### src/pte_pkg.sv
// Shared types and codes for the postfix trigger evaluator.
package pte_pkg;

  // Fixed field widths of the channels and registers.
  localparam int HITS_W        = 32;
  localparam int TARGET_W      = 16;
  localparam int TOKEN_COUNT_W = 5;
  localparam int TOKEN_W       = 6;
  localparam int TOKENS_LOW_W  = 60;
  localparam int TOKENS_HIGH_W = 36;
  localparam int TOKENS_ALL_W  = TOKENS_LOW_W + TOKENS_HIGH_W;
  localparam int CFG_IDX_W     = 3;
  localparam int CFG_DATA_W    = 60;
  localparam int HIT_COUNT_W   = 16;

  // Configuration register indexes.
  typedef enum logic [CFG_IDX_W-1:0] {
    REG_ENABLE      = 3'd0,
    REG_TARGET      = 3'd1,
    REG_TOKEN_COUNT = 3'd2,
    REG_TOKENS_LOW  = 3'd3,
    REG_TOKENS_HIGH = 3'd4
  } pte_reg_t;

  // Sequencer states.
  typedef enum logic [1:0] {
    ST_IDLE,
    ST_EVAL,
    ST_UPDATE
  } pte_state_t;

  // Token classes after decode.
  typedef enum logic [1:0] {
    TK_PUSH,
    TK_AND,
    TK_OR,
    TK_FALSE
  } pte_tok_class_t;

  typedef logic [TOKEN_W-1:0] pte_token_t;

  // Configuration as seen by the sequencer; token count already clamped.
  typedef struct packed {
    logic                     enable;
    logic [TARGET_W-1:0]      target_count;
    logic [TOKEN_COUNT_W-1:0] token_count;
  } pte_cfg_t;

  // Commands from the sequencer to the stack unit.
  typedef struct packed {
    logic clear;
    logic step;
  } pte_alu_ctrl_t;

  // Status from the stack unit.
  typedef struct packed {
    logic top;
    logic depth_one;
    logic error;
  } pte_alu_stat_t;

endpackage

### src/pte_cfg_regs.sv
// Configuration registers and the token read port.
module pte_cfg_regs
  import pte_pkg::*;
#(
  parameter int MAX_TOKENS = 16,
  parameter int TOK_IDX_W  = $clog2(MAX_TOKENS)
) (
  input  logic                  clk,
  input  logic                  rst_n,
  input  logic                  cfg_valid,
  output logic                  cfg_ready,
  input  logic [CFG_IDX_W-1:0]  cfg_index,
  input  logic [CFG_DATA_W-1:0] cfg_wdata,
  input  logic [TOK_IDX_W-1:0]  tok_idx,
  output pte_token_t            token,
  output pte_cfg_t              cfg
);

  logic                     enable_r;
  logic [TARGET_W-1:0]      target_count_r;
  logic [TOKEN_COUNT_W-1:0] token_count_r;
  logic [TOKENS_LOW_W-1:0]  tokens_low_r;
  logic [TOKENS_HIGH_W-1:0] tokens_high_r;
  logic [TOKENS_ALL_W-1:0]  tok_vec;
  pte_token_t               tok_arr [MAX_TOKENS];

  // Writes are always taken; an unknown index is ignored.
  assign cfg_ready = 1'b1;

  always_ff @(posedge clk) begin
    if (!rst_n) begin
      enable_r       <= 1'b0;
      target_count_r <= '0;
      token_count_r  <= '0;
      tokens_low_r   <= '0;
      tokens_high_r  <= '0;
    end else if (cfg_valid) begin
      unique case (pte_reg_t'(cfg_index))
        REG_ENABLE:      enable_r       <= cfg_wdata[0];
        REG_TARGET:      target_count_r <= cfg_wdata[TARGET_W-1:0];
        REG_TOKEN_COUNT: token_count_r  <= cfg_wdata[TOKEN_COUNT_W-1:0];
        REG_TOKENS_LOW:  tokens_low_r   <= cfg_wdata[TOKENS_LOW_W-1:0];
        REG_TOKENS_HIGH: tokens_high_r  <= cfg_wdata[TOKENS_HIGH_W-1:0];
        default: begin
        end
      endcase
    end
  end

  // Token slots in program order, token 0 in the low bits.
  assign tok_vec = {tokens_high_r, tokens_low_r};

  for (genvar g = 0; g < MAX_TOKENS; g++) begin : g_tok
    assign tok_arr[g] = tok_vec[g*TOKEN_W +: TOKEN_W];
  end

  assign token = tok_arr[tok_idx];

  // A count above the program capacity runs the whole program.
  always_comb begin
    cfg.enable       = enable_r;
    cfg.target_count = target_count_r;
    if (token_count_r > TOKEN_COUNT_W'(MAX_TOKENS)) begin
      cfg.token_count = TOKEN_COUNT_W'(MAX_TOKENS);
    end else begin
      cfg.token_count = token_count_r;
    end
  end

endmodule

### src/pte_stack_alu.sv
// One-bit evaluation stack; executes one postfix token per step.
module pte_stack_alu
  import pte_pkg::*;
#(
  parameter int MAX_TOKENS      = 16,
  parameter int NUM_BREAKPOINTS = 32
) (
  input  logic              clk,
  input  logic              rst_n,
  input  pte_alu_ctrl_t     ctrl,
  input  pte_token_t        token,
  input  logic [HITS_W-1:0] hits,
  output pte_alu_stat_t     stat
);

  localparam int DEPTH_W = $clog2(MAX_TOKENS + 1);

  logic [MAX_TOKENS-1:0] stack_r, stack_nxt;
  logic [DEPTH_W-1:0]    depth_r, depth_nxt;
  logic                  err_r, err_nxt;
  pte_tok_class_t        tclass;
  logic                  op_bit;

  // Token decode against the breakpoint count.
  always_comb begin
    if (token < TOKEN_W'(NUM_BREAKPOINTS)) begin
      tclass = TK_PUSH;
    end else if (token == TOKEN_W'(NUM_BREAKPOINTS)) begin
      tclass = TK_AND;
    end else if (token == TOKEN_W'(NUM_BREAKPOINTS + 1)) begin
      tclass = TK_OR;
    end else begin
      tclass = TK_FALSE;
    end
  end

  // Operator result from the two top entries.
  always_comb begin
    unique case (tclass)
      TK_AND:  op_bit = stack_r[0] & stack_r[1];
      TK_OR:   op_bit = stack_r[0] | stack_r[1];
      default: op_bit = 1'b0;
    endcase
  end

  // One step: push a hit bit, or pop two and push the result.
  // Once an underflow is seen the stack freezes.
  always_comb begin
    stack_nxt = stack_r;
    depth_nxt = depth_r;
    err_nxt   = err_r;
    if (ctrl.clear) begin
      stack_nxt = '0;
      depth_nxt = '0;
      err_nxt   = 1'b0;
    end else if (ctrl.step && !err_r) begin
      if (tclass == TK_PUSH) begin
        stack_nxt = {stack_r[MAX_TOKENS-2:0], hits[token[4:0]]};
        depth_nxt = depth_r + DEPTH_W'(1);
      end else if (depth_r < DEPTH_W'(2)) begin
        err_nxt = 1'b1;
      end else begin
        stack_nxt = {1'b0, stack_r[MAX_TOKENS-1:2], op_bit};
        depth_nxt = depth_r - DEPTH_W'(1);
      end
    end
  end

  always_ff @(posedge clk) begin
    if (!rst_n) begin
      depth_r <= '0;
      err_r   <= 1'b0;
    end else begin
      depth_r <= depth_nxt;
      err_r   <= err_nxt;
    end
  end

  always_ff @(posedge clk) begin
    stack_r <= stack_nxt;
  end

  assign stat.top       = stack_r[0];
  assign stat.depth_one = (depth_r == DEPTH_W'(1));
  assign stat.error     = err_r;

endmodule

### src/pte_seq.sv
// Sequencer: takes an item, walks the program, updates the hit counter
// and loads the result register.
module pte_seq
  import pte_pkg::*;
#(
  parameter int MAX_TOKENS  = 16,
  parameter int COUNT_WIDTH = 16,
  parameter int TOK_IDX_W   = $clog2(MAX_TOKENS)
) (
  input  logic                   clk,
  input  logic                   rst_n,
  input  logic                   in_valid,
  output logic                   in_stall,
  input  logic [HITS_W-1:0]      in_breakpoint_hits,
  output logic                   out_valid,
  input  logic                   out_stall,
  output logic                   out_break_hit,
  output logic                   out_expr_error,
  output logic [HIT_COUNT_W-1:0] out_hit_count,
  input  pte_cfg_t               cfg,
  output logic [TOK_IDX_W-1:0]   tok_idx,
  output pte_alu_ctrl_t          alu_ctrl,
  input  pte_alu_stat_t          alu_stat,
  output logic [HITS_W-1:0]      hits
);

  localparam int CMP_W = (COUNT_WIDTH > TARGET_W) ? COUNT_WIDTH : TARGET_W;

  pte_state_t               state_r, state_nxt;
  logic [TOK_IDX_W-1:0]     idx_r, idx_nxt;
  logic [HITS_W-1:0]        hits_r, hits_nxt;
  logic [COUNT_WIDTH-1:0]   cnt_r, cnt_nxt;
  logic                     out_valid_r, out_valid_nxt;
  logic                     out_brk_r, out_err_r;
  logic [HIT_COUNT_W-1:0]   out_cnt_r;
  logic                     out_free, out_load;
  logic                     last_tok;
  logic                     err_fin, brk_fin;
  logic [COUNT_WIDTH-1:0]   cnt_inc, cnt_fin;

  assign out_free = !out_valid_r || !out_stall;
  assign last_tok = ((TOKEN_COUNT_W'(idx_r) + TOKEN_COUNT_W'(1)) == cfg.token_count);

  // Final verdict once the program has run.
  always_comb begin
    cnt_inc = cnt_r;
    if (alu_stat.top && (cnt_r != '1)) begin
      cnt_inc = cnt_r + COUNT_WIDTH'(1);
    end
    err_fin = cfg.enable && (alu_stat.error || !alu_stat.depth_one);
    brk_fin = cfg.enable && !err_fin &&
              (CMP_W'(cfg.target_count) == CMP_W'(cnt_inc));
    if (!cfg.enable || err_fin) begin
      cnt_fin = cnt_r;
    end else if (brk_fin) begin
      cnt_fin = '0;
    end else begin
      cnt_fin = cnt_inc;
    end
  end

  // Next state and control.
  always_comb begin
    state_nxt      = state_r;
    idx_nxt        = idx_r;
    hits_nxt       = hits_r;
    cnt_nxt        = cnt_r;
    in_stall       = 1'b1;
    alu_ctrl.clear = 1'b0;
    alu_ctrl.step  = 1'b0;
    out_load       = 1'b0;
    unique case (state_r)
      ST_IDLE: begin
        in_stall = 1'b0;
        if (in_valid) begin
          hits_nxt       = in_breakpoint_hits;
          idx_nxt        = '0;
          alu_ctrl.clear = 1'b1;
          if (cfg.enable && (cfg.token_count != '0)) begin
            state_nxt = ST_EVAL;
          end else begin
            state_nxt = ST_UPDATE;
          end
        end
      end
      ST_EVAL: begin
        alu_ctrl.step = 1'b1;
        if (last_tok || alu_stat.error) begin
          state_nxt = ST_UPDATE;
        end else begin
          idx_nxt = idx_r + TOK_IDX_W'(1);
        end
      end
      ST_UPDATE: begin
        if (out_free) begin
          out_load  = 1'b1;
          cnt_nxt   = cnt_fin;
          state_nxt = ST_IDLE;
        end
      end
      default: state_nxt = ST_IDLE;
    endcase
  end

  // Result register handshake.
  always_comb begin
    if (out_load) begin
      out_valid_nxt = 1'b1;
    end else if (!out_stall) begin
      out_valid_nxt = 1'b0;
    end else begin
      out_valid_nxt = out_valid_r;
    end
  end

  always_ff @(posedge clk) begin
    if (!rst_n) begin
      state_r     <= ST_IDLE;
      idx_r       <= '0;
      cnt_r       <= '0;
      out_valid_r <= 1'b0;
    end else begin
      state_r     <= state_nxt;
      idx_r       <= idx_nxt;
      cnt_r       <= cnt_nxt;
      out_valid_r <= out_valid_nxt;
    end
  end

  always_ff @(posedge clk) begin
    hits_r <= hits_nxt;
    if (out_load) begin
      out_brk_r <= brk_fin;
      out_err_r <= err_fin;
      out_cnt_r <= HIT_COUNT_W'(cnt_fin);
    end
  end

  assign out_valid      = out_valid_r;
  assign out_break_hit  = out_brk_r;
  assign out_expr_error = out_err_r;
  assign out_hit_count  = out_cnt_r;
  assign tok_idx        = idx_r;
  assign hits           = hits_r;

  // A firing and an error never come together.
  a_brk_err_excl: assert property (@(posedge clk) disable iff (!rst_n)
    out_valid_r |-> !(out_brk_r && out_err_r))
    else $error("break and error reported together");

  // A firing always leaves the counter cleared.
  a_brk_clears: assert property (@(posedge clk) disable iff (!rst_n)
    (out_valid_r && out_brk_r) |-> (out_cnt_r == '0))
    else $error("break reported with nonzero count");

  // An error result leaves the counter untouched.
  a_err_hold: assert property (@(posedge clk) disable iff (!rst_n)
    (out_load && err_fin) |=> (cnt_r == $past(cnt_r)))
    else $error("counter changed on an error");

  // The program walk never runs past the token count.
  a_idx_bound: assert property (@(posedge clk) disable iff (!rst_n)
    (state_r == ST_EVAL) |-> (TOKEN_COUNT_W'(idx_r) < cfg.token_count))
    else $error("token index past program end");

endmodule

### src/postfix_trigger_evaluator_core.sv
// Channel  Direction  Handshake           Payload
// in       input      in_valid/in_stall   in_breakpoint_hits[31:0]
// out      output     out_valid/out_stall out_break_hit, out_expr_error,
//                                         out_hit_count[15:0]
// cfg      input      cfg_valid/cfg_ready cfg_index[2:0], cfg_wdata[59:0]
//
// An item is accepted, then walks its n tokens, where n is the token count
// (clamped to MAX_TOKENS; zero when disabled), one token per step in the
// shared one-bit stack unit, and then takes the counter update.
// An underflow ends the token walk early. The next item is accepted in the
// cycle after the update. A stalled result holds the update step until the
// result register frees. Reset clears the configuration and the hit counter.
module postfix_trigger_evaluator_core
  import pte_pkg::*;
#(
  parameter int MAX_TOKENS      = 16,
  parameter int NUM_BREAKPOINTS = 32,
  parameter int COUNT_WIDTH     = 16
) (
  input  logic                   clk,
  input  logic                   rst_n,
  input  logic                   in_valid,
  output logic                   in_stall,
  input  logic [HITS_W-1:0]      in_breakpoint_hits,
  output logic                   out_valid,
  input  logic                   out_stall,
  output logic                   out_break_hit,
  output logic                   out_expr_error,
  output logic [HIT_COUNT_W-1:0] out_hit_count,
  input  logic                   cfg_valid,
  output logic                   cfg_ready,
  input  logic [CFG_IDX_W-1:0]   cfg_index,
  input  logic [CFG_DATA_W-1:0]  cfg_wdata
);

  localparam int TOK_IDX_W = $clog2(MAX_TOKENS);

  pte_cfg_t             cfg;
  pte_token_t           token;
  logic [TOK_IDX_W-1:0] tok_idx;
  pte_alu_ctrl_t        alu_ctrl;
  pte_alu_stat_t        alu_stat;
  logic [HITS_W-1:0]    hits;

  // Register file and token select.
  pte_cfg_regs #(
    .MAX_TOKENS (MAX_TOKENS),
    .TOK_IDX_W  (TOK_IDX_W)
  ) u_cfg (
    .clk       (clk),
    .rst_n     (rst_n),
    .cfg_valid (cfg_valid),
    .cfg_ready (cfg_ready),
    .cfg_index (cfg_index),
    .cfg_wdata (cfg_wdata),
    .tok_idx   (tok_idx),
    .token     (token),
    .cfg       (cfg)
  );

  // Shared stack unit.
  pte_stack_alu #(
    .MAX_TOKENS      (MAX_TOKENS),
    .NUM_BREAKPOINTS (NUM_BREAKPOINTS)
  ) u_alu (
    .clk   (clk),
    .rst_n (rst_n),
    .ctrl  (alu_ctrl),
    .token (token),
    .hits  (hits),
    .stat  (alu_stat)
  );

  // Sequencer, hit counter and result register.
  pte_seq #(
    .MAX_TOKENS  (MAX_TOKENS),
    .COUNT_WIDTH (COUNT_WIDTH),
    .TOK_IDX_W   (TOK_IDX_W)
  ) u_seq (
    .clk                (clk),
    .rst_n              (rst_n),
    .in_valid           (in_valid),
    .in_stall           (in_stall),
    .in_breakpoint_hits (in_breakpoint_hits),
    .out_valid          (out_valid),
    .out_stall          (out_stall),
    .out_break_hit      (out_break_hit),
    .out_expr_error     (out_expr_error),
    .out_hit_count      (out_hit_count),
    .cfg                (cfg),
    .tok_idx            (tok_idx),
    .alu_ctrl           (alu_ctrl),
    .alu_stat           (alu_stat),
    .hits               (hits)
  );

endmodule
### config.mk
export PLATFORM = sky130hd
export DESIGN_NAME = postfix_trigger_evaluator_core
export DESIGN_NICKNAME = d
export VERILOG_FILES = /design/src/pte_pkg.sv /design/src/pte_cfg_regs.sv /design/src/pte_stack_alu.sv /design/src/pte_seq.sv /design/src/postfix_trigger_evaluator_core.sv
export SDC_FILE = /design/constraint.sdc
export NUM_CORES = 1
export LEC_CHECK = 0
export CORE_ASPECT_RATIO = 1.5
export CORE_MARGIN = 1.5
export CORE_UTILIZATION = 55
export CTS_BUF_LIST = sky130_fd_sc_hd__clkbuf_4 sky130_fd_sc_hd__clkbuf_8
export CTS_CLUSTER_DIAMETER = 40
export CTS_CLUSTER_SIZE = 8
export DETAILED_ROUTE_END_ITERATION = 8
export DONT_BUFFER_PORTS = 1
export PLACE_DENSITY = 0.79
export SLEW_MARGIN = 20
export SYNTH_ARGS = -nofsm -noshare
export SYNTH_HDL_FRONTEND = slang
export SYNTH_SLANG_ARGS = --single-unit
### constraint.sdc
create_clock -name clk -period 4.2 [get_ports clk]
set_clock_uncertainty 0.2 [all_clocks]
set_input_delay 0.21 -clock clk [delete_from_list [all_inputs] [get_ports clk]]
set_output_delay 0.21 -clock clk [all_outputs]
set_load 0.01 [all_outputs]
; ---- Yosys cells after proc, flatten, opt, wreduce, memory -nomap -nowiden
; Index checks and enable logic that the tools add are counted.
[op_classes]
addsub = 5
n_lt_le_gt_ge = 5
eq_ne = 20
muxes = 33
bitwise = 5
reduce_logical = 33
[op_table]
columns = operator, count
row1 = 16-bit two-way mux, 5
row2 = 6-bit binary-select mux with 4-bit select, 1
row3 = "16-bit by 1-bit adder with 16-bit output, second input constant", 1
row4 = 16-bit equality test, 1
row5 = "16-bit inequality test, second input constant", 1
row6 = 2-bit AND reduction, 8
row7 = 5-bit two-way mux, 3
row8 = "6-bit equality test, second input constant", 2
row9 = 2-bit two-way mux, 6
row10 = 6-bit two-way mux, 2
row11 = 1-bit two-way mux, 10
row12 = 3-bit AND reduction, 3
row13 = 4-bit two-way mux, 2
row14 = "2-bit by 1-bit inequality test with 1-bit output, second input constant", 4
row15 = 4-bit one-hot mux with 2 select lines, 1
row16 = "3-bit by 2-bit equality test with 1-bit output, second input constant", 2
row17 = 1-bit logical AND, 6
row18 = 1-bit logical NOT, 6
row19 = "5-bit by 6-bit less-than comparator with 1-bit output, second input constant", 1
row20 = "6-bit less-than comparator, second input constant", 1
row21 = 2-bit one-hot mux with 3 select lines, 1
row22 = "4-bit by 1-bit adder with 5-bit output, second input constant", 1
row23 = "5-bit by 1-bit adder with 5-bit output, second input constant", 1
row24 = 1-bit binary-select mux with 5-bit select, 1
row25 = 23 further kinds, 31
[totals]
regBits = 213
inputBits = 100
output_inout_bits = 21
wordCells = 117

; ---- Depth between registers and ports, before layout
; Gate-level depths: netlist (run 1).
[logic_depth]
depth_word = 12
depth_mapped = 13
ltp_nobuf = 11

; ---- Hierarchy
; Synthesis (run 1) repeated with hierarchy kept, for this count alone.
[unflattened]
hier_cells = 1089
hier_area_um2 = 10458.8
[modules_own_cells]
columns = module, instances, cells_per_inst, area_each_um2, seq_area_each_um2
row1 = pte_cfg_regs, 1, 574, 5228.8, 2362.3
row2 = pte_seq, 1, 379, 3827.4, 1961.9
row3 = pte_stack_alu, 1, 136, 1402.6, 440.4

; ---- Worst setup path before layout (run 1)
; Ideal clock, no wire load.
[synth_path]
path_kind = flip-flop to flip-flop
from = register u_seq.cnt_r[1]
to = register u_seq.out_cnt_r[3], in the netlist u_seq.out_hit_count[3] (data pin)
setup_ns = 0.256
arrival_ns = 2.837
required_ns = 3.744
path_slack_ns = 0.906
stages_incl_launch_ff = 11
path_buffers = 0
period_less_slack_ns = 3.294
cell_sequence = dfxtp_1 > ha_1 > nand2_1 > nor4_4 > nor3_1 > xnor2_1 > nor4_1 > nand4_1 > nor4b_4 > nor2_2 > a22o_1
[synth_via]
elab_chain_cells = 7
word_cells_on_any_way = 8
cone_classes = add/sub: 1 / eq/ne: 2 / mux: 3 / reduce/logical: 2
[synth_rtl]
columns = element, line_no
row1 = "start, declared", pte_seq.sv:32  ; logic [COUNT_WIDTH-1:0] cnt_r, cnt_nxt;
row2 = "start signal, assigned", pte_seq.sv:125  ; cnt_r <= cnt_nxt;
row3 = branches (longest 2 deep; another with 16-bit by 1-bit adder with 16-bit output), --
row4 = 16-bit two-way mux (*), pte_seq.sv:47  ; if (alu_stat.top && (cnt_r != '1)) begin
row5 = 16-bit equality test (*), pte_seq.sv:52  ; (CMP_W'(cfg.target_count) == CMP_W'(cnt_inc));
row6 = 1-bit logical AND (*), pte_seq.sv:51  ; brk_fin = cfg.enable && !err_fin &&
row7 = net u_seq.brk_fin, pte_seq.sv:38  ; logic err_fin, brk_fin;
row8 = 16-bit two-way mux (*), pte_seq.sv:55  ; end else if (brk_fin) begin
row9 = 16-bit two-way mux (*), pte_seq.sv:53  ; if (!cfg.enable || err_fin) begin
row10 = net u_seq.cnt_fin[3], pte_seq.sv:39  ; logic [COUNT_WIDTH-1:0] cnt_inc, cnt_fin;
row11 = "end signal, assigned", pte_seq.sv:135  ; out_cnt_r <= HIT_COUNT_W'(cnt_fin);
row12 = "end, declared", pte_seq.sv:35  ; logic [HIT_COUNT_W-1:0] out_cnt_r;
; Mark *: on every way through the listed nets, which the timed path passes.
; A chain may end at the register's enable or synchronous reset.

; ---- Worst setup path after layout (run 1)
[layout_path]
from = register u_seq.cnt_r[0]
to = register u_seq.out_cnt_r[3], in the netlist u_seq.out_hit_count[3] (data pin)
; Same word-level chain as after synthesis.

==> impl_table.tex, run 1 <==
\begin{tabular}{lr}
\hline
Metric & Value \\
\hline
\multicolumn{2}{l}{\textbf{STA}} \\
Hold slack & 14.8 ps \\
Max transition margin & 0.447 \\
Min Tclk post-route & 3890 ps \\
Final worst slack & 312 ps \\
Share of the cycle needed by the critical path after routing & 0.926 \\
Slew at the pin with the worst max-slew slack & 830 ps \\
Highest achievable clock rate & 257 MHz \\
Number of failing setup endpoints in the final timing report & 0 \\
Slew Viols, Final & 0 \\
Total Negative Setup Slacks & 0 ps \\
Setup repair after global routing missed its margin & false \\
Number of failing hold endpoints at the final stage & 0 \\
\multicolumn{2}{l}{\textbf{Synth}} \\
Mean cell area of the mapped netlist & 8.88 sq um \\
Top flip-flop cell by instance count after synthesis & sky130\_fd\_sc\_hd\_\_dfxtp\_1 \\
Fraction of the mapped netlist area in compound gates & 0.162 \\
Fraction of the yosys area taken by sequential cells & 0.465 \\
Flop and latch count out of synthesis & 213 \\
Synthesized Nets & 1258 \\
Adder-cell share of the synthesized area & 0.00611 \\
Area fraction in and, or, nand and nor cells after synthesis & 0.203 \\
Most area-hungry cell type in the Yosys netlist & sky130\_fd\_sc\_hd\_\_dfxtp\_1 \\
Dominant cell by count in the synthesized netlist & sky130\_fd\_sc\_hd\_\_nand2\_1 \\
Main combinational cell family by area after synthesis & simple AND/OR/NAND/NOR gates \\
Cell count after synthesis & 1153 \\
Cells taking the most area after synthesis & sky130\_fd\_sc\_hd\_\_dfxtp\_1, sky130\_fd\_sc\_hd\_\_edfxtp\_1, sky130\_fd\_sc\_hd\_\_nand2\_1 \\
Number of enable-type register cells in the synthesized netlist & 50 \\
Synth unique cells & 74 \\
Number of warning messages in the yosys log & 0 \\
Async S/R FF share, synth & 0 \\
Mux cell area share after synthesis & 0.0951 \\
Synth top area share & 0.319 \\
Post-Synth XOR/XNOR Area & 0.0257 \\
Most frequent cells after synthesis & sky130\_fd\_sc\_hd\_\_nand2\_1, sky130\_fd\_sc\_hd\_\_dfxtp\_1, sky130\_fd\_sc\_hd\_\_a21oi\_1 \\
Combined area of all synthesized cells & 0.0102 sq mm \\
\multicolumn{2}{l}{\textbf{Detailed routing}} \\
Detailed-route wire length per cell & 18.7 um \\
Initial DRC count & 734 \\
Count of antenna-violating nets left after detailed routing & 0 \\
Drt first pass iters & 5 \\
Via-to-Cell Ratio & 6.01 \\
Routed vias & 8977 \\
DRC violation count after routing & 0 \\
Wire length reported by the detailed router & 28000 um \\
\multicolumn{2}{l}{\textbf{Die}} \\
Number of placement rows & 60 \\
Overall die width & 114 um \\
Initial cell density of the core & 0.566 \\
Height of the chip & 170 um \\
Boundary Pins & 121 \\
Core area & 0.0181 sq mm \\
Die area & 0.0195 sq mm \\
\multicolumn{2}{l}{\textbf{Layout}} \\
Final non-filler cell total & 1494 \\
Area growth from synthesis to layout & 17.9\% \\
Total Nets Final & 1337 \\
Post-route cell area & 0.0121 sq mm \\
Fraction of final layout cells sized beyond drive strength 1 & 0.0940 \\
Share of the core filled with cells & 0.667 \\
Count of filler cells inserted in the layout & 1409 \\
\multicolumn{2}{l}{\textbf{Critical path}} \\
Maximum fanout encountered on the critical timing path & 9 \\
Crit Path Category & register to register \\
Category of the worst setup path capture point & register \\
Critical path startpoint category & register \\
Worst path required time & 4320 ps \\
Crit path arrival time & 4010 ps \\
Worst R2R Setup Slack & 310 ps \\
\multicolumn{2}{l}{\textbf{Global routing}} \\
Via count of the first global-routing pass & 8830 \\
Global-route wire length before repair & 44400 um \\
Pin count of the biggest net entering global routing & 74 \\
GR Overflow Total & 0 \\
Number of antenna violations at the first check in global routing & 1 \\
Total routing resource utilization after global routing & 0.288 \\
\multicolumn{2}{l}{\textbf{Clock tree}} \\
Maximum clock insertion buffer count & 3 \\
Clock-pin slew of the registers on the worst-case setup and hold paths & 70 ps \\
CTS buffer count & 30 \\
Root buffer cell & sky130\_fd\_sc\_hd\_\_clkbuf\_8 \\
Source-to-sink clock delay at the later pin of the worst-skew pair & 570 ps \\
Number of sinks on the clock net & 213 \\
H-tree depth reported by CTS & 1 \\
Post CTS Setup Buffer Count & 0 \\
CTS tree & yes \\
Post-CTS resize count & 0 \\
\multicolumn{2}{l}{\textbf{Placement}} \\
DP Cell Count & 1333 \\
Final HPWL DP & 17700 um \\
Number of buffer cells added on primary ports & 0 \\
Placer Congestion & 0.926 \\
Worst slack at placement & 391 ps \\
DP Area & 0.0104 sq mm \\
\multicolumn{2}{l}{\textbf{Pwr}} \\
Leakage power figure & 3.99 nW \\
Net switching component of the power & 0.918 mW \\
Overall power consumption & 3.99 mW \\
Power Internal & 3.07 mW \\
Peak supply drop & 0.000255 V \\
Switching share of power & 0.230 \\
Fraction of power consumed by combinational cells & 0.067 \\
Part of the total power dissipated in the clock network & 0.387 \\
Pwr Density & 330 mW/mm\^{}2 \\
Power share of the sequential group & 0.547 \\
\multicolumn{2}{l}{\textbf{Hold path}} \\
Class of the worst hold path & primary input to register \\
\multicolumn{2}{l}{\textbf{Job}} \\
Total of max-cap violations & 0 \\
\multicolumn{2}{l}{\textbf{Outcome}} \\
Run status & complete, no violations \\
\hline
\end{tabular}
-- kinds of logic after synthesis --
kind of cell | count (synthesis)
AND/OR/NAND/NOR | 452
AO/OA/AOI/OAI | 270
flip-flops | 213
buffers and inverters | 105
multiplexers | 77
XOR/XNOR | 30
adder cells (fa/ha/maj) | 5
other | 1
-- sequential cells by signal (all words and copies together) (netlist names) --
name and count:
u_seq.out_valid 1, u_cfg.enable_r 1, u_seq.tok_idx 4, u_cfg.tokens_high_r 36, u_cfg.target_count_r 16, u_alu.stack_r 16, u_alu.err_r 1, u_seq.hits 32
u_cfg.tokens_low_r 60, u_cfg.token_count_r 5, u_seq.state_r 2, u_seq.out_break_hit 1, u_alu.depth_r 5, u_seq.out_hit_count 16, u_seq.cnt_r 16, u_seq.out_expr_error 1
-- power groups by stage --
stage | clock network (mW) | logic, mW | registers [mW]
after floorplan | 0 | 0.127 | 2.21
after global placement | 0 | 0.152 | 2.22
after detailed placement | 0 | 0.155 | 2.22
after CTS | 1.55 | 0.259 | 2.18
after global routing | 1.64 | 0.286 | 2.18
final | 1.54 | 0.266 | 2.18
-- layer usage --
layer | GRT usage | share of wire
met3 | 0.0363 | 0.056
met5 | 0 | 0
met2 | 0.517 | 0.52
met4 | 0.154 | 0.054
met1 | 0.331 | 0.37
-- final cells by class --
cell class	instances	area, sq um	area share
multi-input combinational	835	5060	0.419
sequential	213	4770	0.395
timing repair buffer	136	1330	0.110
clock buffer	45	538	0.0446
tap	248	310	0.0257
inverter	16	61.3	0.00508
antenna	1	2.50	0.000207
-- worst paths after layout --
| path | start | end | depth (start not counted) |
|---|---|---|---|
| worst max register to register | u_seq.cnt_r[0] | u_seq.out_hit_count[3] | 10 |
| worst max-delay path | u_seq.cnt_r[0] | u_seq.out_hit_count[3] | 10 |
| worst min register to register | u_cfg.tokens_low_r[41] | u_cfg.tokens_low_r[41] | 2 |
| worst min-delay path | cfg_index[1] | u_cfg.tokens_low_r[10] | 3 |
-- placed cells by master (no fill, tap or decap), types with 3 or more instances in the layout --
| master | count |
|---|---|
| sky130_fd_sc_hd__a31oi_1 | 5 |
| sky130_fd_sc_hd__o211ai_1 | 4 |
| sky130_fd_sc_hd__nor2b_1 | 4 |
| sky130_fd_sc_hd__inv_1 | 15 |
| sky130_fd_sc_hd__nand2_1 | 269 |
| sky130_fd_sc_hd__nand2b_1 | 6 |
| sky130_fd_sc_hd__nor4_1 | 8 |
| sky130_fd_sc_hd__a211oi_1 | 19 |
| sky130_fd_sc_hd__o221ai_1 | 3 |
| sky130_fd_sc_hd__a22o_1 | 7 |
| sky130_fd_sc_hd__a21oi_1 | 146 |
| sky130_fd_sc_hd__or4_1 | 10 |
| sky130_fd_sc_hd__a21o_1 | 5 |
| sky130_fd_sc_hd__mux4_2 | 16 |
| sky130_fd_sc_hd__dfxtp_1 | 162 |
| sky130_fd_sc_hd__buf_4 | 20 |
| sky130_fd_sc_hd__mux2i_1 | 59 |
| sky130_fd_sc_hd__a31o_2 | 10 |
| sky130_fd_sc_hd__or3_1 | 10 |
| sky130_fd_sc_hd__o21ai_0 | 21 |
| sky130_fd_sc_hd__clkbuf_8 | 32 |
| sky130_fd_sc_hd__nand4_1 | 6 |
| sky130_fd_sc_hd__nor2_1 | 56 |
| sky130_fd_sc_hd__dlygate4sd3_1 | 114 |
| sky130_fd_sc_hd__clkbuf_4 | 13 |
| sky130_fd_sc_hd__a221oi_1 | 12 |
| sky130_fd_sc_hd__and2_1 | 7 |
| sky130_fd_sc_hd__nor3_1 | 12 |
| sky130_fd_sc_hd__xnor2_1 | 22 |
| sky130_fd_sc_hd__nand3_1 | 28 |
| sky130_fd_sc_hd__ha_1 | 5 |
| sky130_fd_sc_hd__nand4b_1 | 3 |
| sky130_fd_sc_hd__o21ai_1 | 8 |
| sky130_fd_sc_hd__xor2_1 | 8 |
| sky130_fd_sc_hd__and3_1 | 8 |
| sky130_fd_sc_hd__nor4b_1 | 4 |
| sky130_fd_sc_hd__a22oi_1 | 5 |
| sky130_fd_sc_hd__edfxtp_1 | 50 |
-- worst max-delay path, cell delays in order (launching register included) --
cell                       delay [ps]
sky130_fd_sc_hd__dfxtp_1          510
sky130_fd_sc_hd__ha_1             290
sky130_fd_sc_hd__nand2_1          180
sky130_fd_sc_hd__nor4_2           670
sky130_fd_sc_hd__a21oi_1          180
sky130_fd_sc_hd__xnor2_1          180
sky130_fd_sc_hd__a211oi_1         240
sky130_fd_sc_hd__nand4_1          170
sky130_fd_sc_hd__nor4b_4          620
sky130_fd_sc_hd__nor2_2           160
sky130_fd_sc_hd__a22o_1           260
-- repair_timing --
| action | in CTS | in global routing |
|---|---|---|
| hold buffers | 115 | 0 |
| setup endpoints to repair | 0 | 0 |
| hold endpoints to repair | 201 | 0 |
Power figures use the tool's default switching activity.
==> run 2: changes to the inputs <==
--- a/config.mk
+++ b/config.mk
@@ -6,4 +6,5 @@
 export NUM_CORES = 1
 export LEC_CHECK = 0
+export ABC_AREA = 1
 export CORE_ASPECT_RATIO = 1.5
 export CORE_MARGIN = 1.5
==> constraint.sdc (replaced) <==
create_clock -name clk -period 4.2 [get_ports clk]
set_clock_uncertainty 0.2 [all_clocks]
set_input_delay 1.26 -clock clk [delete_from_list [all_inputs] [get_ports clk]]
set_output_delay 1.26 -clock clk [all_outputs]
set_load 0.01 [all_outputs]
==> run 2 against run 1 <==
Hold slack improved by 230 ps. Maximum frequency up 27%. Non-clock buffer count down 118. Cell count is 12% higher. Critical path type unchanged. Critical endpoint is now u_alu.depth_r[3].
==> impl_table.tex, run 2 <==
\begin{tabular}{lr}
\hline
Metric & Value \\
\hline
\multicolumn{2}{l}{\textbf{Outcome}} \\
Run status & complete, no violations \\
\multicolumn{2}{l}{\textbf{Die}} \\
Overall die width & 114 um (about the same) \\
Initial cell density of the core & 0.557 (-0.00860) \\
Number of placement rows & 61 (+1.7\%) \\
Boundary Pins & 121 (unchanged) \\
Height of the chip & 170 um (about the same) \\
Core area & 0.0184 sq mm (+1.7\%) \\
Die area & 0.0195 sq mm (+0.12\%) \\
\multicolumn{2}{l}{\textbf{Detailed routing}} \\
DRC violation count after routing & 0 (unchanged) \\
Detailed-route wire length per cell & 15.7 um (-17\%) \\
Count of antenna-violating nets left after detailed routing & 0 (unchanged) \\
Wl on met1 & 9960 um (-3.4\%) \\
Drt first pass iters & 5 (unchanged) \\
Via-to-Cell Ratio & 5.51 (-8.3\%) \\
Amount of wire on met2 after detailed routing & 12800 um (-12\%) \\
Routed vias & 9204 (+2.5\%) \\
Wire length reported by the detailed router & 26200 um (-6.6\%) \\
Initial DRC count & 889 (+21\%) \\
Top Metal Used & met4 \\
Total met3 wirelength after detailed routing & 1560 um (+0.39\%) \\
\multicolumn{2}{l}{\textbf{Synth}} \\
Number of enable-type register cells in the synthesized netlist & 50 (unchanged) \\
Most frequent cells after synthesis & sky130\_fd\_sc\_hd\_\_nand2\_1, sky130\_fd\_sc\_hd\_\_o21ai\_0, sky130\_fd\_sc\_hd\_\_dfxtp\_1 \\
Synth unique cells & 42 (-43\%) \\
Main combinational cell family by area after synthesis & simple AND/OR/NAND/NOR gates \\
Cells taking the most area after synthesis & sky130\_fd\_sc\_hd\_\_dfxtp\_1, sky130\_fd\_sc\_hd\_\_edfxtp\_1, sky130\_fd\_sc\_hd\_\_nand2\_1 \\
Fraction of the yosys area taken by sequential cells & 0.465 (-0.000568) \\
Top flip-flop cell by instance count after synthesis & sky130\_fd\_sc\_hd\_\_dfxtp\_1 \\
Combined area of all synthesized cells & 0.0102 sq mm (+0.12\%) \\
Fraction of the mapped netlist area in compound gates & 0.177 (+0.0149) \\
Flop and latch count out of synthesis & 213 (unchanged) \\
Async S/R FF share, synth & 0 (unchanged) \\
Most area-hungry cell type in the Yosys netlist & sky130\_fd\_sc\_hd\_\_dfxtp\_1 \\
Number of warning messages in the yosys log & 0 (unchanged) \\
Mean cell area of the mapped netlist & 7.24 sq um (-18\%) \\
Post-Synth XOR/XNOR Area & 0.0111 (-0.0146) \\
Synthesized Nets & 1521 (+21\%) \\
Synth top area share & 0.318 (-0.000389) \\
Cell count after synthesis & 1416 (+23\%) \\
Area fraction in and, or, nand and nor cells after synthesis & 0.250 (+0.0466) \\
Mux cell area share after synthesis & 0 (-0.0951) \\
Dominant cell by count in the synthesized netlist & sky130\_fd\_sc\_hd\_\_nand2\_1 \\
Adder-cell share of the synthesized area & 0.00610 (-0.00000746) \\
\multicolumn{2}{l}{\textbf{Clock tree}} \\
Post-CTS resize count & 0 (unchanged) \\
H-tree depth reported by CTS & 2 (+1) \\
CTS tree & yes \\
Maximum clock insertion buffer count & 3 (unchanged) \\
Post CTS Setup Buffer Count & 0 (unchanged) \\
Number of sinks on the clock net & 213 (unchanged) \\
CTS buffer count & 34 (+13\%) \\
Clock-pin slew of the registers on the worst-case setup and hold paths & 60 ps (about the same) \\
Source-to-sink clock delay at the later pin of the worst-skew pair & 540 ps (-30 ps) \\
CTS Hold Bufs & 0 (-100\%) \\
Root buffer cell & sky130\_fd\_sc\_hd\_\_clkbuf\_8 \\
\multicolumn{2}{l}{\textbf{Layout}} \\
Register with the most flip-flops & u\_cfg.tokens\_low\_r \\
Footprint of the flip-flops and latches & 0.00477 sq mm (unchanged) \\
Final non-filler cell total & 1671 (+12\%) \\
Number of flip-flops in the largest register & 60 (unchanged) \\
Count of filler cells inserted in the layout & 1733 (+23\%) \\
Total Nets Final & 1504 (+12\%) \\
Fraction of final layout cells sized beyond drive strength 1 & 0.0748 (-0.0192) \\
Area growth from synthesis to layout & 7.65\% \\
Area used by multi-input combinational logic & 0.00457 sq mm (-9.7\%) \\
Most frequent standard cell in the layout excluding fill and tap cells & sky130\_fd\_sc\_hd\_\_nand2\_1 \\
Commonest cells after routing, fill and taps aside & sky130\_fd\_sc\_hd\_\_nand2\_1, sky130\_fd\_sc\_hd\_\_o21ai\_0, sky130\_fd\_sc\_hd\_\_dfxtp\_1 \\
\multicolumn{2}{l}{\textbf{STA}} \\
Total Negative Setup Slacks & 0 ps (unchanged) \\
Slew at the pin with the worst max-slew slack & 1010 ps (+181 ps) \\
Highest achievable clock rate & 326 MHz (+27\%) \\
Slew Viols, Final & 0 (unchanged) \\
Setup repair after global routing missed its margin & false \\
Number of failing hold endpoints at the final stage & 0 (unchanged) \\
Number of failing setup endpoints in the final timing report & 0 (unchanged) \\
Min Tclk post-route & 3070 ps (-816 ps) \\
Share of the cycle needed by the critical path after routing & 0.731 (-0.194) \\
Max transition margin & 0.326 (-0.121) \\
\multicolumn{2}{l}{\textbf{Critical path}} \\
R2R Path End & u\_alu.depth\_r[3] \\
Category of the worst setup path capture point & register \\
Worst R2R Setup Slack & 1130 ps (+820 ps) \\
Worst path required time & 4470 ps (+150 ps) \\
Maximum fanout encountered on the critical timing path & 33 (+24) \\
Critical path startpoint category & register \\
Largest stage delay, worst path & 540 ps (-130 ps) \\
Reg-to-reg critical path startpoint & u\_seq.tok\_idx[0] \\
R2R depth & 14 (+4) \\
Total number of cells along the worst setup path & 14 (+4) \\
Cell with the largest stage delay on the worst path & sky130\_fd\_sc\_hd\_\_dfxtp\_2 \\
Crit Path Category & register to register \\
CP endpoint & u\_alu.depth\_r[3] \\
Kind of cell with the highest combined delay on the critical path & simple AND/OR/NAND/NOR gates \\
Start point of the critical path & u\_seq.tok\_idx[0] \\
Cell-by-cell listing of the critical path & buf\_4, a21oi\_1, o21ai\_0, nand3\_1, nand4\_1, nand2\_1, buf\_4, nand3\_1, nand2\_1, inv\_1, buf\_4, nand2\_1, or2\_2, a21oi\_1 \\
Crit path arrival time & 3340 ps (-670 ps) \\
Combined buffer and inverter count along the critical path & 4 (+4) \\
\multicolumn{2}{l}{\textbf{Hold path}} \\
Class of the worst hold path & register to register \\
Hold wc startpoint & u\_cfg.tokens\_low\_r[52] \\
\multicolumn{2}{l}{\textbf{Global routing}} \\
Global-route wire length before repair & 41500 um (-6.4\%) \\
Total routing resource utilization after global routing & 0.269 (-0.0191) \\
Pin count of the biggest net entering global routing & 123 (+66\%) \\
GR Overflow Total & 0 (unchanged) \\
Via count of the first global-routing pass & 8552 (-3.1\%) \\
Number of antenna violations at the first check in global routing & 2 (+1) \\
\multicolumn{2}{l}{\textbf{Placement}} \\
Final HPWL DP & 18700 um (+5.7\%) \\
Placer Congestion & 0.982 (+6.0\%) \\
Number of buffer cells added on primary ports & 0 (unchanged) \\
DP Cell Count & 1615 (+21\%) \\
\multicolumn{2}{l}{\textbf{Job}} \\
Total of max-cap violations & 0 (unchanged) \\
\multicolumn{2}{l}{\textbf{Pwr}} \\
Leakage power figure & 4.35 nW (+9.0\%) \\
Pwr Density & 415 mW/mm\^{}2 (+26\%) \\
Peak supply drop & 0.000259 V (+1.7\%) \\
\hline
\end{tabular}
-- run 2: metal layers --
metal / vias up / global-route usage
met5: - / 0
met2: 329 / 0.461
met4: 0 / 0.185
met1: 4171 / 0.298
li1: 4599 / -
met3: 105 / 0.0538
-- run 2: cells by family after synthesis --
kind of cell | Yosys count
AND/OR/NAND/NOR | 603
AO/OA/AOI/OAI | 347
buffers and inverters | 234
flip-flops | 213
XOR/XNOR | 13
adder cells (fa/ha/maj) | 5
other | 1
-- run 2: final cells by class --
cell class                 instances  share of cell area
tap                              252              0.0286
inverter                         163              0.0554
clock inverter                     6             0.00374
sequential                       213               0.432
multi-input combinational        969               0.415
clock buffer                      48              0.0531
antenna                            2            0.000454
timing repair buffer              18              0.0122
-- run 2: worst min-delay path: stages, from the launching register on --
cell,delay [ps]
sky130_fd_sc_hd__dfxtp_1,300
sky130_fd_sc_hd__inv_1,50
sky130_fd_sc_hd__a21oi_1,50
-- run 2: worst min path at each step --
| stage | cells after the start | end |
|---|---|---|
| 3_5_place_dp | 2 | u_cfg.tokens_low_r[52] |
| 4_1_cts | 2 | u_cfg.tokens_low_r[52] |
| 2_1_floorplan | 2 | u_cfg.tokens_low_r[19] |
| 5_1_grt | 2 | u_cfg.tokens_low_r[3] |
| 6_report | 2 | u_cfg.tokens_low_r[52] |
| 3_3_place_gp | 2 | u_cfg.tokens_low_r[3] |
-- run 2: through the flow --
| stage | util | total power [mW] | hold WS, ps | area (sq um) | worst slack [ps] |
|---|---|---|---|---|---|
| detailed placement | 0.566 | 2.90 | 232 | 10400 | 1030 |
| global route | 0.600 | 4.79 | 257 | 11000 | 807 |
| finish | 0.600 | 4.58 | 240 | 11000 | 1130 |
| CTS | 0.600 | 4.60 | 242 | 11000 | 1140 |
| global placement | 0.566 | 2.89 | 226 | 10400 | 1080 |
| floorplan | - | 2.77 | 220 | 10200 | 380 |
-- run 2: power by group --
group          switching [mW]  leakage [nW]  internal, mW
clock network           0.816         0.328         0.897
registers              0.0734          1.81          2.21
logic                   0.395          2.22         0.196
==> run 3: changes to the inputs <==
clock period = 3.1 ns   (was 4.2 ns; I/O delays follow)
==> run 3 against run 2 <==
Clock-buffer cell count down 4. Setup slack worse by 920 ps. Die area unchanged. Hold slack better by 2.5 ps. Critical path depth up 4. Register-to-register slack worse by 920 ps. Wire length down 0.13%. Non-clock buffer count up 22. Utilization up 0.61 points. Global-route usage down 0.34 points. Highest routed layer unchanged. Clock power up 21%.
==> impl_table.tex, run 3 (same netlist as run 2, synthesis figures left out) <==
\begin{tabular}{lr}
\hline
Metric & Value \\
\hline
\multicolumn{2}{l}{\textbf{Critical path}} \\
Cell-by-cell listing of the critical path & ha\_1, nand2\_2, nor2\_1, buf\_4, nand3\_1, nand2\_1, nand2\_1, nand2\_1, nand2\_1, nand2\_1, nand2\_1, nor2\_1, nand2\_1, nor2\_2, nand3\_4, buf\_4, nand2\_2, nand2\_1 \\
Critical path startpoint category & register \\
Combined buffer and inverter count along the critical path & 2 (-2) \\
Maximum fanout encountered on the critical timing path & 8 (-76\%) \\
Most common cell on crit path & sky130\_fd\_sc\_hd\_\_nand2\_1 \\
Kind of cell with the highest combined delay on the critical path & simple AND/OR/NAND/NOR gates \\
Cell with the largest stage delay on the worst path & sky130\_fd\_sc\_hd\_\_dfxtp\_1 \\
Crit path arrival time & 3010 ps (-330 ps) \\
Category of the worst setup path capture point & register \\
Crit Path Category & register to register \\
Worst path required time & 3230 ps (-1240 ps) \\
R2R Path End & u\_seq.out\_hit\_count[1] \\
Largest stage delay, worst path & 400 ps (-140 ps) \\
R2R depth & 18 (+4) \\
Reg-to-reg critical path startpoint & u\_seq.cnt\_r[1] \\
Start point of the critical path & u\_seq.cnt\_r[1] \\
Total number of cells along the worst setup path & 18 (+4) \\
Worst R2R Setup Slack & 210 ps (-920 ps) \\
CP endpoint & u\_seq.out\_hit\_count[1] \\
\multicolumn{2}{l}{\textbf{Clock tree}} \\
Source-to-sink clock delay at the later pin of the worst-skew pair & 570 ps (+30 ps) \\
Clock-pin slew of the registers on the worst-case setup and hold paths & 70 ps (about the same) \\
CTS tree & yes \\
Number of sinks on the clock net & 213 (unchanged) \\
Maximum clock insertion buffer count & 3 (unchanged) \\
CTS buffer count & 31 (-8.8\%) \\
Root buffer cell & sky130\_fd\_sc\_hd\_\_clkbuf\_8 \\
H-tree depth reported by CTS & 1 (-1) \\
\multicolumn{2}{l}{\textbf{Global routing}} \\
Number of antenna violations at the first check in global routing & 1 (-1) \\
GR Overflow Total & 0 (unchanged) \\
Pin count of the biggest net entering global routing & 123 (unchanged) \\
Global-route wire length before repair & 41400 um (-0.43\%) \\
Total routing resource utilization after global routing & 0.266 (-0.00345) \\
Via count of the first global-routing pass & 8494 (-0.68\%) \\
\multicolumn{2}{l}{\textbf{Layout}} \\
Number of flip-flops in the largest register & 60 (unchanged) \\
Area used by multi-input combinational logic & 0.00457 sq mm (unchanged) \\
Commonest cells after routing, fill and taps aside & sky130\_fd\_sc\_hd\_\_nand2\_1, sky130\_fd\_sc\_hd\_\_o21ai\_0, sky130\_fd\_sc\_hd\_\_dfxtp\_1 \\
Fraction of final layout cells sized beyond drive strength 1 & 0.0839 (+0.00911) \\
Area growth from synthesis to layout & 8.74\% \\
Most frequent standard cell in the layout excluding fill and tap cells & sky130\_fd\_sc\_hd\_\_nand2\_1 \\
Share of the core filled with cells & 0.606 (+0.00605) \\
Register with the most flip-flops & u\_cfg.tokens\_low\_r \\
Footprint of the flip-flops and latches & 0.00477 sq mm (unchanged) \\
Total Nets Final & 1523 (+1.3\%) \\
Count of filler cells inserted in the layout & 1680 (-3.1\%) \\
\multicolumn{2}{l}{\textbf{STA}} \\
Number of failing hold endpoints at the final stage & 0 (unchanged) \\
Setup repair after global routing missed its margin & false \\
Min Tclk post-route & 2890 ps (-182 ps) \\
Highest achievable clock rate & 346 MHz (+6.3\%) \\
Final worst slack & 211 ps (-918 ps) \\
Total Negative Setup Slacks & 0 ps (unchanged) \\
Share of the cycle needed by the critical path after routing & 0.932 (+0.201) \\
Number of failing setup endpoints in the final timing report & 0 (unchanged) \\
Slew Viols, Final & 0 (unchanged) \\
Max transition margin & 0.606 (+0.280) \\
Slew at the pin with the worst max-slew slack & 590 ps (-420 ps) \\
\multicolumn{2}{l}{\textbf{Pwr}} \\
Overall power consumption & 5.99 mW (+31\%) \\
Pwr Density & 537 mW/mm\^{}2 (+29\%) \\
Leakage power figure & 4.43 nW (+1.7\%) \\
Peak supply drop & 0.000405 V (+56\%) \\
\multicolumn{2}{l}{\textbf{Placement}} \\
Final HPWL DP & 18800 um (+0.11\%) \\
Number of buffer cells added on primary ports & 0 (unchanged) \\
Placer Congestion & 1.03 (+4.4\%) \\
Worst slack at placement & 183 ps (-843 ps) \\
\multicolumn{2}{l}{\textbf{Detailed routing}} \\
Detailed-route wire length per cell & 15.5 um (-0.84\%) \\
DRC violation count after routing & 0 (unchanged) \\
Count of antenna-violating nets left after detailed routing & 0 (unchanged) \\
Initial DRC count & 729 (-18\%) \\
Drt first pass iters & 6 (+1) \\
Wire length reported by the detailed router & 26100 um (-0.13\%) \\
Routed vias & 9238 (+0.37\%) \\
Via-to-Cell Ratio & 5.49 (-0.35\%) \\
\multicolumn{2}{l}{\textbf{Die}} \\
Height of the chip & 170 um (unchanged) \\
Overall die width & 114 um (unchanged) \\
Initial cell density of the core & 0.557 (unchanged) \\
Boundary Pins & 121 (unchanged) \\
Core area & 0.0184 sq mm (unchanged) \\
Die area & 0.0195 sq mm (unchanged) \\
Number of placement rows & 61 (unchanged) \\
\multicolumn{2}{l}{\textbf{Hold path}} \\
Class of the worst hold path & register to register \\
\multicolumn{2}{l}{\textbf{Outcome}} \\
Run status & complete, no violations \\
\multicolumn{2}{l}{\textbf{Job}} \\
Total of max-cap violations & 0 (unchanged) \\
\hline
\end{tabular}
[run 3: power by group]
part           switching, mW  total, mW  internal, mW
Sequential            0.0888       3.08          2.99
Combinational          0.552      0.839         0.287
Clock                  0.996       2.07          1.07
Total                   1.64       5.99          4.35
[run 3: worst min-delay path, cell delays in order, from the launching register on]
cell	delay, ps
sky130_fd_sc_hd__dfxtp_1	300
sky130_fd_sc_hd__inv_1	50
sky130_fd_sc_hd__a21oi_1	50
[run 3: how the worst min path moves through the flow]
stage                     slack [ps]  cells after the start              startpoint                endpoint
after global routing             220                      0  in_breakpoint_hits[20]          u_seq.hits[20]
after detailed placement         230                      2   u_cfg.tokens_low_r[2]   u_cfg.tokens_low_r[2]
final                            240                      2  u_cfg.tokens_low_r[50]  u_cfg.tokens_low_r[50]
after CTS                        230                      0  in_breakpoint_hits[14]          u_seq.hits[14]
after floorplan                  220                      2  u_cfg.tokens_low_r[19]  u_cfg.tokens_low_r[19]
after global placement           230                      2   u_cfg.tokens_low_r[2]   u_cfg.tokens_low_r[2]
[run 3: per-stage QoR]
step | cell area (sq um) | std cells | hold slack, ps
2_1_floorplan | 10300 | 1416 | 220
3_3_place_gp | 10600 | 1634 | 227
3_5_place_dp | 10600 | 1634 | 231
4_1_cts | 11100 | 1679 | 233
5_1_grt | 11100 | 1683 | 225
6_report | 11100 | 1683 | 243
[run 3: final cells by class]
cell class / instances / share of cell area
flip-flops and latches: 213 / 0.428
clock inverters: 1 / 0.000674
clock buffers: 44 / 0.0476
diodes: 1 / 0.000225
inverters: 163 / 0.0549
well taps: 252 / 0.0283
multi-input cells: 969 / 0.410
repair buffers: 40 / 0.0303
[run 3: what timing repair did]
action	CTS	global route
hold buffers	0	0
resized for setup	0	0
buffers inserted	0	3
endpoints found under the setup margin	0	32
[run 3: metal layers]
layer | track usage | part of all wire
met1 | 0.302 | 0.39
met2 | 0.466 | 0.49
met3 | 0.0477 | 0.066
met4 | 0.148 | 0.053
met5 | 0 | 0
